**src/design/unique_key_fifo_queue_unit_defines.svh**
```systemverilog
// assertion macros shared by the queue modules
// every macro samples on clk and is off while rst is high
`ifndef UNIQUE_KEY_FIFO_QUEUE_UNIT_DEFINES_SVH
`define UNIQUE_KEY_FIFO_QUEUE_UNIT_DEFINES_SVH

// property that must hold at every edge
`define UKFQ_ASSERT(label, prop, msg) \
  label: assert property (@(posedge clk) disable iff (rst) (prop)) else $error(msg);

// condition that must be followed by a result in the next cycle
`define UKFQ_ASSERT_NEXT(label, ante, cons, msg) \
  label: assert property (@(posedge clk) disable iff (rst) (ante) |=> (cons)) else $error(msg);

`endif

```
**src/design/ukfq_pkg.sv**
```systemverilog
package ukfq_pkg;

  localparam int KEY_W   = 31;
  localparam int VAL_W   = 32;
  localparam int POS_W   = 7;
  localparam int TOTAL_W = 7;

  // operation codes
  typedef logic [1:0] mode_t;
  localparam mode_t MODE_INSERT = 2'd0;
  localparam mode_t MODE_REMOVE = 2'd1;
  localparam mode_t MODE_READ   = 2'd2;
  localparam mode_t MODE_NOP    = 2'd3;

  typedef enum logic [2:0] {
    ST_OK    = 3'd0,
    ST_DUP   = 3'd1,
    ST_FULL  = 3'd2,
    ST_EMPTY = 3'd3,
    ST_RANGE = 3'd4
  } status_t;

  typedef struct packed {
    mode_t                    mode;
    logic [KEY_W-1:0]         key;
    logic signed [VAL_W-1:0]  value;
    logic [POS_W-1:0]         position;
  } req_t;

  typedef struct packed {
    status_t                  status;
    logic [KEY_W-1:0]         out_key;
    logic signed [VAL_W-1:0]  out_value;
    logic [TOTAL_W-1:0]       entry_total;
    logic                     head_valid;
    logic [KEY_W-1:0]         head_key;
    logic signed [VAL_W-1:0]  head_value;
  } rsp_t;

  // controller to datapath
  typedef struct packed {
    logic    load;
    logic    status_we;
    status_t status_code;
    logic    scan_start;
    logic    scan_run;
    logic    rd_item;
    logic    capture_result;
    logic    pop;
    logic    push;
    logic    rd_head;
    logic    capture_head;
  } ctrl_cmd_t;

  // datapath to controller
  typedef struct packed {
    mode_t mode;
    logic  full;
    logic  empty;
    logic  pos_bad;
    logic  scan_done;
    logic  scan_hit;
  } dp_sts_t;

endpackage

```
**src/design/ukfq_ctrl.sv**
```systemverilog
`include "unique_key_fifo_queue_unit_defines.svh"

module ukfq_ctrl
  import ukfq_pkg::*;
(
  input  logic      clk,
  input  logic      rst,
  input  logic      req_valid,
  output logic      req_stall,
  output logic      rsp_valid,
  input  logic      rsp_stall,
  input  dp_sts_t   sts,
  output ctrl_cmd_t cmd
);

  typedef enum logic [6:0] {
    S_IDLE      = 7'b0000001,
    S_OP        = 7'b0000010,
    S_SCAN      = 7'b0000100,
    S_FETCH     = 7'b0001000,
    S_HEAD_RD   = 7'b0010000,
    S_HEAD_WAIT = 7'b0100000,
    S_DONE      = 7'b1000000
  } state_t;

  state_t state;
  state_t state_next;

  // state register
  always_ff @(posedge clk) begin
    if (rst) begin
      state <= S_IDLE;
    end else begin
      state <= state_next;
    end
  end

  // next state and datapath commands
  always_comb begin
    state_next = state;
    cmd        = '0;
    cmd.status_code = ST_OK;
    unique case (state)
      S_IDLE: begin
        if (req_valid) begin
          cmd.load   = 1'b1;
          state_next = S_OP;
        end
      end
      S_OP: begin
        unique case (sts.mode)
          MODE_INSERT: begin
            if (sts.full) begin
              cmd.status_we   = 1'b1;
              cmd.status_code = ST_FULL;
              state_next      = S_HEAD_RD;
            end else begin
              cmd.scan_start = 1'b1;
              state_next     = S_SCAN;
            end
          end
          MODE_REMOVE: begin
            if (sts.empty) begin
              cmd.status_we   = 1'b1;
              cmd.status_code = ST_EMPTY;
              state_next      = S_HEAD_RD;
            end else begin
              cmd.rd_item = 1'b1;
              state_next  = S_FETCH;
            end
          end
          MODE_READ: begin
            if (sts.pos_bad) begin
              cmd.status_we   = 1'b1;
              cmd.status_code = ST_RANGE;
              state_next      = S_HEAD_RD;
            end else begin
              cmd.rd_item = 1'b1;
              state_next  = S_FETCH;
            end
          end
          default: begin
            state_next = S_HEAD_RD;
          end
        endcase
      end
      S_SCAN: begin
        cmd.scan_run = 1'b1;
        if (sts.scan_hit) begin
          cmd.status_we   = 1'b1;
          cmd.status_code = ST_DUP;
          state_next      = S_HEAD_RD;
        end else if (sts.scan_done) begin
          cmd.push   = 1'b1;
          state_next = S_HEAD_RD;
        end
      end
      S_FETCH: begin
        cmd.capture_result = 1'b1;
        cmd.pop            = (sts.mode == MODE_REMOVE);
        state_next         = S_HEAD_RD;
      end
      S_HEAD_RD: begin
        cmd.rd_head = 1'b1;
        state_next  = S_HEAD_WAIT;
      end
      S_HEAD_WAIT: begin
        cmd.capture_head = 1'b1;
        state_next       = S_DONE;
      end
      S_DONE: begin
        if (!rsp_stall) begin
          state_next = S_IDLE;
        end
      end
      default: begin
        state_next = S_IDLE;
      end
    endcase
  end

  assign req_stall = (state != S_IDLE);
  assign rsp_valid = (state == S_DONE);

  `UKFQ_ASSERT(a_one_item_in_flight, !rsp_valid || req_stall, "input taken while a result waits")
  `UKFQ_ASSERT(a_scan_for_insert, !cmd.scan_run || sts.mode == MODE_INSERT, "scan outside insert")
  `UKFQ_ASSERT_NEXT(a_rsp_hold, rsp_valid && rsp_stall, rsp_valid, "result dropped while stalled")

endmodule

```
**config.mk**
```make
export PLATFORM = sky130hd
export DESIGN_NAME = ukfq_ctrl
export DESIGN_NICKNAME = d
export VERILOG_FILES = /design/src/design/ukfq_pkg.sv /design/src/design/ukfq_ctrl.sv
export VERILOG_INCLUDE_DIRS = /design/src /design/src/design
export SDC_FILE = /design/constraint.sdc
export NUM_CORES = 1
export LEC_CHECK = 0
export BUFFER_PORTS_ARGS = -buffer_cell sky130_fd_sc_hd__buf_2
export CORE_MARGIN = 2
export CORE_UTILIZATION = 35
export DETAILED_ROUTE_END_ITERATION = 10
export GPL_ROUTABILITY_DRIVEN = 1
export SLEW_MARGIN = 20
export SYNTH_ARGS = -nofsm -noshare
export SYNTH_HDL_FRONTEND = slang
export SYNTH_SLANG_ARGS = --single-unit
```
**constraint.sdc**
```tcl
create_clock -name clk -period 3.3 [get_ports clk]
set_input_delay 0.66 -clock clk [delete_from_list [all_inputs] [get_ports clk]]
set_output_delay 0.66 -clock clk [all_outputs]
set_load 0.005 [all_outputs]
```
==> impl_metrics.py <==
metrics = {
    "worst_setup_path": {
        "path_delay_family": "simple AND/OR/NAND/NOR gates",
        "crit_type": "reg2out",
        "crit_arrival_ns": 1.91,
        "rr_startpoint": "state[5]$_SDFFE_PP0P_",
        "crit_path_max_fanout": 8,
        "r2r_slack_ns": 1.67,
        "r2r_cells": 4,
        "cp-start-kind": "register",
        "required_ns": 2.64,
        "r2r_end": "state[3]$_SDFFE_PP0P_",
        "worstPathCellList": "or4_4 -> nor3_4 -> nand2_2 -> o21ai_1 -> buf_2",
        "cp_slowest_cell": "or4_4",
        "critical-path-max-stage-delay_ns": 0.60,
        "critPathBufInv": 1,
        "cp-end-kind": "output pin",
    },
    "drt": {
        "drtAntennaViolNets": 0,
        "firstDrtPassIters": 4,
        "wl_um": 1395,
        "vias": 632,
        "routedWlPerCell_um": 11.72,
        "dr.first_iter.drc_count": 10,
        "drc": 0,
        "vias_per_cell": 5.311,
    },
    "cts": {
        "clockRootBuffer": "clkbuf_4",
        "cts_tree": "yes",
        "h-tree-depth": 1,
        "cts_sinks": 7,
        "ctsLongestPathBuffers": 2,
        "cts_resized": 0,
        "cts_made_buffers": 3,
        "postCtsHoldBufs": 0,
        "clk_pin_slew_ns": 0.06,
        "cts_setup_buffers": 0,
        "clock_latency_ns": 0.25,
    },
    "global_route": {
        "grt_pass1_vias": 549,
        "grtUsageTotal_pct": 16.10,
        "antenna_found_initial": 0,
        "grt_pass1_wl_um": 2311,
        "grt_max_degree": 9,
        "overflow": 0,
    },
    "yosys": {
        "yosysMostFrequentCell": "inv_1",
        "yosys.area_share.simple_pct": 42.76,
        "yosysWarnings": 0,
        "synth_top_family_by_area": "simple AND/OR/NAND/NOR gates",
        "synth_area_leaders": "dfxtp_1, ha_1, inv_1, nor2_1, and3_1",
        "synth_area_sq_um": 570.5,
        "synth_fa_ha_area_share_pct": 8.772,
        "yosysTopAreaCellShare_pct": 24.56,
        "synth_compound_area_share_pct": 15.79,
        "synth.distinct_cells": 35,
        "avgSynthCellArea_sq_um": 7.607,
        "synth.largest_area_cell": "dfxtp_1",
        "syn_inst": 75,
        "synth.mux.area_fraction_pct": 0,
        "synthXorXnorAreaFrac_pct": 1.535,
        "synthFlopType": "dfxtp_1",
        "synth_nets": 90,
        "synth_commonest_cells": "inv_1, dfxtp_1, nor2_1, nand2_1, ha_1",
        "synth-seq-cells": 7,
        "async_flop_share_pct": 0,
        "synth_edf_count": 0,
        "ys_seq_area_share_pct": 24.56,
    },
    "layout": {
        "fillers": 164,
        "drive_gt1_share_pct": 31.07,
        "top_regs": "state x7",
        "syn_to_final_growth_pct": 29.39,
        "final_cell_count_no_fill": 119,
        "largest_reg_flops": 7,
        "regMostFlops": "state",
        "antenna_cells": 0,
        "nets": 119,
    },
    "die": {
        "chipHeight_um": 44.38,
        "io_pins": 26,
        "die_w_um": 44.38,
        "core_area_sq_um": 1524,
        "fp-row-count": 14,
        "start_util_pct": 37.44,
        "dieArea_sq_um": 1969,
    },
    "place": {
        "dpl.cell_count": 115,
        "port_buffers": 25,
        "place_congestion": 0.7943,
        "hpwl_um": 1138,
        "place_ws_ns": 0.8952,
    },
    "sta": {
        "final-max-slew-violation-count": 0,
        "worst_slack_ns": 0.7295,
        "setup_viol": 0,
        "slew_headroom_pct": 63.55,
        "fmax_mhz": 389.0,
        "grt_setup_unrepaired": "no",
        "period_share_pct": 77.89,
        "min_period_ns": 2.571,
        "worstMarginPinSlew_ns": 0.5425,
        "finalHoldViolations": 0,
        "fin_setup_tns_ns": 0,
        "hold_slack_ns": 0.5578,
        "skew_ns": 0.004035,
    },
    "power_and_ir_drop": {
        "power_density_nw_per_um2": 279.3,
        "leakagePower_nw": 0.3888,
        "vdd_drop_max_v": 0.0001408,
        "power_mw": 0.2062,
    },
    "run_status": {
        "status": "complete, no violations",
    },
    "worst_hold_path": {
        "min_path_cells": 2,
        "hold_path.class": "reg2reg",
        "hold_end": "state[5]$_SDFFE_PP0P_",
        "hold_path_startpoint": "state[4]$_SDFFE_PP0P_",
    },
    "flow_run": {
        "drv_cap": 0,
    },
}
==> worst max path at each step <==
stage                          start       to  slack (ns)  depth (start not counted)
2_1_floorplan                 sts[6]  cmd[11]        1.20                          5
3_5_place_dp                  sts[6]  cmd[11]        0.90                          7
4_1_cts        state[5]$_SDFFE_PP0P_   cmd[8]        0.73                          5
6_report       state[5]$_SDFFE_PP0P_   cmd[8]        0.73                          5
3_3_place_gp                  sts[6]  cmd[11]        0.95                          7
5_1_grt        state[0]$_SDFFE_PP1P_   cmd[3]        0.61                          5
==> power breakdown <==
| group | switching, mW | leakage, nW | total [mW] | internal [mW] |
|---|---|---|---|---|
| Sequential | 0.00338 | 0.0568 | 0.0899 | 0.0866 |
| Clock | 0.0338 | 0.0150 | 0.0801 | 0.0463 |
| Combinational | 0.0199 | 0.317 | 0.0361 | 0.0162 |
==> area by class of cell <==
class | instances | area (sq um) | share of cell area [%]
multi-input combinational | 58 | 392.9 | 53.22
sequential | 7 | 140.1 | 18.98
timing repair buffer | 25 | 125.1 | 16.95
inverter | 9 | 33.78 | 4.576
clock buffer | 4 | 26.28 | 3.559
tap | 16 | 20.02 | 2.712
==> routing by layer <==
| layer | vias to the layer above | global-route usage [%] | wire [um] | part of all wire, % |
|---|---|---|---|---|
| li1 | 325 | - | - | - |
| met1 | 280 | 21.20 | 701 | 50 |
| met2 | 23 | 24.12 | 591 | 42 |
| met3 | 4 | 2.449 | 63 | 4.5 |
| met4 | 0 | 10.91 | 39 | 2.8 |
| met5 | - | 0 | 0 | 0 |
==> layout by cell type, fill, tap and decap left out, drive strengths merged <==
cell,count
or4,1
a31oi,1
o22ai,1
and2,3
nand4b,1
and3b,2
o211ai,1
nor2b,1
a21oi,3
nand3,2
a221oi,1
nand3b,1
nand2,6
ha,4
buf,25
xor2,1
nor3,4
a32o,1
o2111ai,1
nand4,2
inv,9
nor2,6
nor3b,2
nor4,2
nor4b,1
o21ai,4
dfxtp,7
nand2b,2
and3,3
clkbuf,4
a22oi,1
==> tightest hold or removal path: stages (launching register included) <==
cell and delay, ns:
dfxtp_1 0.34, nand2b_1 0.11, nor4_1 0.06
==> kinds of logic after synthesis <==
kind of cell    after synthesis
xor+xnor                      1
buf+inv                      10
flops                         7
simple gates                 39
fa+ha+maj                     4
compound gates               14
==> stage by stage <==
stage          utilization [%]  cell area (sq um)
2_1_floorplan                -              570.5
3_3_place_gp             46.72              711.9
3_5_place_dp             46.72              711.9
4_1_cts                  48.44              738.2
5_1_grt                  48.44              738.2
6_report                 48.44              738.2
Power figures use the tool's default switching activity.
