--- src/design/unique_key_fifo_queue_unit_defines.svh ---
// assertion macros shared by the queue modules
// every macro samples on clk and is off while rst is high
`ifndef UNIQUE_KEY_FIFO_QUEUE_UNIT_DEFINES_SVH
`define UNIQUE_KEY_FIFO_QUEUE_UNIT_DEFINES_SVH

// property that must hold at every edge
`define UKFQ_ASSERT(label, prop, msg) \
  label: assert property (@(posedge clk) disable iff (rst) (prop)) else $error(msg);

// condition that must be followed by a result in the next cycle
`define UKFQ_ASSERT_NEXT(label, ante, cons, msg) \
  label: assert property (@(posedge clk) disable iff (rst) (ante) |=> (cons)) else $error(msg);

`endif

--- src/design/ukfq_pkg.sv ---
package ukfq_pkg;

  localparam int KEY_W   = 31;
  localparam int VAL_W   = 32;
  localparam int POS_W   = 7;
  localparam int TOTAL_W = 7;

  // operation codes
  typedef logic [1:0] mode_t;
  localparam mode_t MODE_INSERT = 2'd0;
  localparam mode_t MODE_REMOVE = 2'd1;
  localparam mode_t MODE_READ   = 2'd2;
  localparam mode_t MODE_NOP    = 2'd3;

  typedef enum logic [2:0] {
    ST_OK    = 3'd0,
    ST_DUP   = 3'd1,
    ST_FULL  = 3'd2,
    ST_EMPTY = 3'd3,
    ST_RANGE = 3'd4
  } status_t;

  typedef struct packed {
    mode_t                    mode;
    logic [KEY_W-1:0]         key;
    logic signed [VAL_W-1:0]  value;
    logic [POS_W-1:0]         position;
  } req_t;

  typedef struct packed {
    status_t                  status;
    logic [KEY_W-1:0]         out_key;
    logic signed [VAL_W-1:0]  out_value;
    logic [TOTAL_W-1:0]       entry_total;
    logic                     head_valid;
    logic [KEY_W-1:0]         head_key;
    logic signed [VAL_W-1:0]  head_value;
  } rsp_t;

  // controller to datapath
  typedef struct packed {
    logic    load;
    logic    status_we;
    status_t status_code;
    logic    scan_start;
    logic    scan_run;
    logic    rd_item;
    logic    capture_result;
    logic    pop;
    logic    push;
    logic    rd_head;
    logic    capture_head;
  } ctrl_cmd_t;

  // datapath to controller
  typedef struct packed {
    mode_t mode;
    logic  full;
    logic  empty;
    logic  pos_bad;
    logic  scan_done;
    logic  scan_hit;
  } dp_sts_t;

endpackage

--- src/design/ukfq_datapath.sv ---
`include "unique_key_fifo_queue_unit_defines.svh"

module ukfq_datapath
  import ukfq_pkg::*;
#(
  parameter int DEPTH = 64
) (
  input  logic      clk,
  input  logic      rst,
  input  req_t      req,
  input  ctrl_cmd_t cmd,
  output dp_sts_t   sts,
  output rsp_t      rsp
);

  localparam int AW      = (DEPTH > 1) ? $clog2(DEPTH) : 1;
  localparam int CW      = $clog2(DEPTH + 1);
  localparam int PW      = (CW > POS_W) ? CW : POS_W;
  localparam int ENTRY_W = KEY_W + VAL_W;
  localparam logic [CW-1:0] DEPTH_C = CW'(DEPTH);
  localparam logic [AW:0]   DEPTH_S = (AW + 1)'(DEPTH);

  // circular add of an offset below DEPTH to a slot
  function automatic logic [AW-1:0] slot_add(logic [AW-1:0] base, logic [AW-1:0] offs);
    logic [AW:0] sum;
    sum = {1'b0, base} + {1'b0, offs};
    if (sum >= DEPTH_S) begin
      sum = sum - DEPTH_S;
    end
    return sum[AW-1:0];
  endfunction

  logic [ENTRY_W-1:0] mem [DEPTH];
  logic [ENTRY_W-1:0] rdata;

  req_t          item;
  logic [AW-1:0] head_idx;
  logic [CW-1:0] count;
  logic [CW-1:0] scan_idx;
  logic          cmp_pending;
  logic          hit;
  rsp_t          result;

  logic [PW-1:0] pos_ext;
  logic [PW-1:0] count_ext;
  logic [AW-1:0] item_offs;
  logic [AW-1:0] item_slot;
  logic [AW-1:0] scan_slot;
  logic [AW-1:0] tail_slot;
  logic          scan_issue;
  logic          rd_en;
  logic [AW-1:0] rd_addr;
  logic [KEY_W-1:0] rd_key;

  assign pos_ext   = PW'(item.position);
  assign count_ext = PW'(count);
  assign rd_key    = rdata[ENTRY_W-1:VAL_W];

  // slot selection
  assign item_offs  = (item.mode == MODE_READ) ? AW'(item.position - POS_W'(1)) : '0;
  assign item_slot  = slot_add(head_idx, item_offs);
  assign scan_slot  = slot_add(head_idx, scan_idx[AW-1:0]);
  assign tail_slot  = slot_add(head_idx, count[AW-1:0]);
  assign scan_issue = cmd.scan_run && (scan_idx != count);

  // read port address mux
  always_comb begin
    rd_en   = 1'b1;
    rd_addr = head_idx;
    if (scan_issue) begin
      rd_addr = scan_slot;
    end else if (cmd.rd_item) begin
      rd_addr = item_slot;
    end else if (!cmd.rd_head) begin
      rd_en = 1'b0;
    end
  end

  // entry storage, one write and one registered read
  always_ff @(posedge clk) begin
    if (cmd.push) begin
      mem[tail_slot] <= {item.key, item.value};
    end
  end

  always_ff @(posedge clk) begin
    if (rd_en) begin
      rdata <= mem[rd_addr];
    end
  end

  // queue pointers
  always_ff @(posedge clk) begin
    if (rst) begin
      head_idx <= '0;
      count    <= '0;
    end else if (cmd.push) begin
      count <= count + CW'(1);
    end else if (cmd.pop) begin
      head_idx <= slot_add(head_idx, AW'(1));
      count    <= count - CW'(1);
    end
  end

  // duplicate key scan, each key is compared in the cycle after its read
  always_ff @(posedge clk) begin
    if (rst) begin
      scan_idx    <= '0;
      cmp_pending <= 1'b0;
      hit         <= 1'b0;
    end else if (cmd.scan_start) begin
      scan_idx    <= '0;
      cmp_pending <= 1'b0;
      hit         <= 1'b0;
    end else if (cmd.scan_run) begin
      cmp_pending <= scan_issue;
      if (scan_issue) begin
        scan_idx <= scan_idx + CW'(1);
      end
      if (cmp_pending && rd_key == item.key) begin
        hit <= 1'b1;
      end
    end
  end

  // item and result registers
  always_ff @(posedge clk) begin
    if (cmd.load) begin
      item             <= req;
      result.status    <= ST_OK;
      result.out_key   <= '0;
      result.out_value <= '0;
    end
    if (cmd.status_we) begin
      result.status <= cmd.status_code;
    end
    if (cmd.capture_result) begin
      result.out_key   <= rd_key;
      result.out_value <= rdata[VAL_W-1:0];
    end
    if (cmd.capture_head) begin
      result.entry_total <= count_ext[TOTAL_W-1:0];
      result.head_valid  <= (count != '0);
      result.head_key    <= (count != '0) ? rd_key : '0;
      result.head_value  <= (count != '0) ? rdata[VAL_W-1:0] : '0;
    end
  end

  assign rsp = result;

  // status back to the controller
  assign sts.mode      = item.mode;
  assign sts.full      = (count >= DEPTH_C);
  assign sts.empty     = (count == '0);
  assign sts.pos_bad   = (pos_ext == '0) || (pos_ext > count_ext);
  assign sts.scan_done = (scan_idx == count) && !cmp_pending;
  assign sts.scan_hit  = hit;

  `UKFQ_ASSERT(a_count_bound, count <= DEPTH_C, "entry count above depth")
  `UKFQ_ASSERT(a_no_push_full, !cmd.push || count != DEPTH_C, "push into a full queue")
  `UKFQ_ASSERT(a_no_pop_empty, !cmd.pop || count != '0, "pop from an empty queue")
  `UKFQ_ASSERT_NEXT(a_push_count, cmd.push, count == $past(count) + CW'(1), "push lost")

endmodule

--- config.mk ---
export PLATFORM = sky130hd
export DESIGN_NAME = ukfq_datapath
export DESIGN_NICKNAME = d
export VERILOG_FILES = /design/src/design/ukfq_pkg.sv /design/src/design/ukfq_datapath.sv
export VERILOG_INCLUDE_DIRS = /design/src /design/src/design
export SDC_FILE = /design/constraint.sdc
export NUM_CORES = 2
export LEC_CHECK = 0
export BUFFER_PORTS_ARGS = -buffer_cell sky130_fd_sc_hd__buf_2
export CORE_UTILIZATION = 45
export DETAILED_ROUTE_END_ITERATION = 8
export SYNTH_ARGS = -nofsm -noshare
export SYNTH_HDL_FRONTEND = slang
export SYNTH_SLANG_ARGS = --single-unit
--- constraint.sdc ---
create_clock -name clk -period 9.8 [get_ports clk]
set_input_delay 0 -clock clk [delete_from_list [all_inputs] [get_ports clk]]
set_output_delay 0 -clock clk [all_outputs]
set_load 0.005 [all_outputs]
==> impl_metrics.csv <==
group,metric,value,unit
sta,max_slew_margin,-0.392,%
status,status,"complete, but fails checks",
synth,synth_edf_count,4304,
global_route,track_usage,29.8,%
synth,yosysUniqueCellTypes,59,
synth,yosysWarnings,0,
clock_tree,htreeDepth,5,
clock_tree,cts_sinks,4326,
setup_path,crit_family,"compound AO/OA/AOI/OAI gates",
routing,wl_met3,58800,µm
synth,ys_seq_elements,4326,
synth,synth_top_area_share,75.2,%
sta,finClkSkew,0.0628,ns
setup_path,critPathKind,"reg2reg",
sta,hold_ws,0.0960,ns
synth,syn_nets,10900,
routing,wl_met1,220000,µm
routing,via_count,111000,
place,portBuffers,230,
routing,vias_per_cell,6.81,
setup_path,critPathMaxStageDelay,0.95,ns
pwr,p_leak,63.8,nW
sta,hold_viol_final,0,
place,detailed_place_hpwl,292000,µm
worst_hold_path,hp-class,"in2reg",
sta,fin_crit_sh,63.2,%
setup_path,path_buf_inv,3,
sta,tightest_slew,1.51,ns
sta,slew_violations,12,
setup_path,crit_arrival,6.90,ns
clock_tree,numCtsBuffers,442,
setup_path,crit_fanout,149,
synth,ys_async_sr_fraction,0,%
synth,synth_most_common_cell,"edfxtp_1",
global_route,grt_overflow_total,0,
sta,timing.fmax,161,MHz
clock_tree,clk_pin_slew,0.06,ns
pwr,pwr_density_cell,241,nW/µm²
floorplan,die_w,620,µm
clock_tree,cts.path.max_buffers,4,
sta,tns,0,ns
synth,synthTopCellsByCount,"edfxtp_1 (4304), and3_1 (1953), a211oi_1 (1011), a2111oi_0 (944), clkbuf_1 (903)",
sta,rsz0062_at_grt,"no",
setup_path,slowest_stage,"a2111oi_0",
sta,setup_viol,0,
cells_and_area,nNetsFinal,11000,
clock_tree,clock_latency,1.03,ns
synth,yosysSeqAreaShare,75.5,%
synth,synth_ff_type,"edfxtp_1",
routing,ant_nets,0,
setup_path,path_cells,"nand2b_1 -> nor2_1 -> ha_1 -> mux2_2 -> nand4b_1 -> mux2_8 -> buf_4 -> nand2_8 -> buf_12 -> buf_4 -> a2111oi_0 -> nor4_1 -> a22oi_1 -> nand4_1",
flow_run,drv_cap,0,
routing,wl_met2,270000,µm
clock_tree,cts_tree,"done",
routing,firstDrtPassIters,6,
synth,avgSynthCellArea,16.0,µm²
cells_and_area,drive_gt1_share,11.1,%
sta,fin_crit,6.20,ns
floorplan,die_area,384000,µm²
clock_tree,post_cts_resized,0,
global_route,grt_pass1_vias,107000,
floorplan,initial_utilization,45.3,%
place,gp_congestion,0.847,
routing,drc,0,
synth,synth_cells,10800,
cells_and_area,n_fill_cell,30700,
floorplan,row_count,226,
global_route,grt_antenna_before_repair,25,
floorplan,ios,231,
cells_and_area,area_growth,13.5,%
global_route,grt_pass1_wl,815000,µm
floorplan,coreArea,379000,µm²
setup_path,r2r_setup_slack,3.60,ns
global_route,grt_max_degree,242,
routing,wirelength,588000,µm
synth,synth_top_area_cell,"edfxtp_1",
floorplan,die_h,620,µm
synth,yosys-top-cells-area,"edfxtp_1 (75%), and3_1 (7.1%), a2111oi_0 (4.8%)",
routing,drtIter0Drc,16000,
setup_path,crit_required,10.51,ns
routing,wl_per_cell,36.2,µm
routing,highest-signal-layer,"met5",
setup_path,startpoint_type,"register",
clock_tree,cts_root_buffer,"clkbuf_16",
status,violations,"max-slew violations",
pwr,vdd_drop_max,0.212,mV
setup_path,cpMostUsedCell,"buf_4",
setup_path,crit_path_end_kind,"register",
synth,mappedNetlistArea,172000,µm²
-- path summary, 6_finish.rpt --
check,endpoint,startpoint,depth (start not counted)
max reg2reg,rdata[58]$_DFFE_PP_,sts[6]$_DFFE_PP_,14
max,rdata[58]$_DFFE_PP_,sts[6]$_DFFE_PP_,14
min,hit$_SDFFE_PP0P_,rst,4
min reg2reg,scan_idx[6]$_SDFFE_PP0P_,scan_idx[6]$_SDFFE_PP0P_,2
-- report_power, final --
part | total (mW) | leakage, nW | internal, mW | switching (mW)
Sequential | 22.0 | 39.2 | 21.3 | 0.747
Combinational | 7.98 | 17.6 | 2.26 | 5.72
Clock | 16.9 | 6.98 | 9.69 | 7.24
-- metal layers --
layer / track usage [%] / vias to the layer above
li1: - / 45300
met5: 0 / -
met3: 5.73 / 1551
met4: 17.1 / 10
met1: 38.7 / 56900
met2: 47.1 / 6882
-- placed cells by master (no fill, tap or decap), types with 48 or more instances in the layout --
cell type and count:
nor4_1 493, bufinv_16 50, a32oi_1 48, xnor2_1 48
a2111oi_0 944, buf_2 228, and3_1 1953, buf_12 66
nand4_1 75, buf_4 240, a22oi_1 236, clkbuf_16 444
and2_1 134, clkinv_1 84, clkbuf_1 115, dlygate4sd3_1 173
nand2_1 88, a211oi_1 1011, edfxtp_1 4304, clkinv_2 67
nor2_4 68
-- tightest hold or removal path, delay by kind of cell --
family,cells,cell delay (ns)
buffers and inverters,2,0.65
AND/OR/NAND/NOR,2,0.39
-- sequential cells by signal (all words and copies together) (netlist names), 6 cells and up --
register	cells
mem	4032
rsp	137
item	63
rdata	63
count	7
pos_ext	7
scan_idx	7
head_idx	6
-- cell type report --
class | instances | area, µm² | share of cell area [%]
Multi-Input combinational cell | 5357 | 38500 | 19.7
Timing Repair Buffer | 707 | 6000 | 3.08
Tap cell | 5016 | 6280 | 3.22
Inverter | 20 | 75.1 | 0.0385
Clock inverter | 244 | 2810 | 1.44
Antenna cell | 17 | 42.5 | 0.0218
Sequential cell | 4326 | 130000 | 66.5
Clock buffer | 562 | 11600 | 5.94
-- stage by stage --
stage	setup WS, ns	instances	total power, mW	instance area [µm²]	util [%]
after floorplan	4.62	10800	26.7	172000	-
after global placement	3.93	15300	30.0	179000	47.1
after detailed placement	3.87	15300	30.1	179000	47.1
after CTS	3.84	16200	46.8	195000	51.4
after global routing	3.48	16200	48.1	195000	51.4
final	3.60	16200	46.9	195000	51.4
-- logic make-up (layout without fill, tap and decap cells) --
family / Yosys count / after routing / synth area share, %
XOR/XNOR: 71 / 71 / 0.362
AND/OR/NAND/NOR: 2894 / 2894 / 10.3
flip-flops: 4326 / 4326 / 75.5
buffers and inverters: 1078 / 1533 / 2.50
multiplexers: 41 / 41 / 0.242
adder cells (fa/ha/maj): 35 / 35 / 0.272
AO/OA/AOI/OAI: 2316 / 2316 / 10.9
other: 0 / 17 / 0
-- what timing repair did --
item                                   4_1_cts  5_1_grt
endpoints found under the hold margin      368        0
hold buffers                               173        0
setup buffers                                0        0
Power figures use the tool's default switching activity.
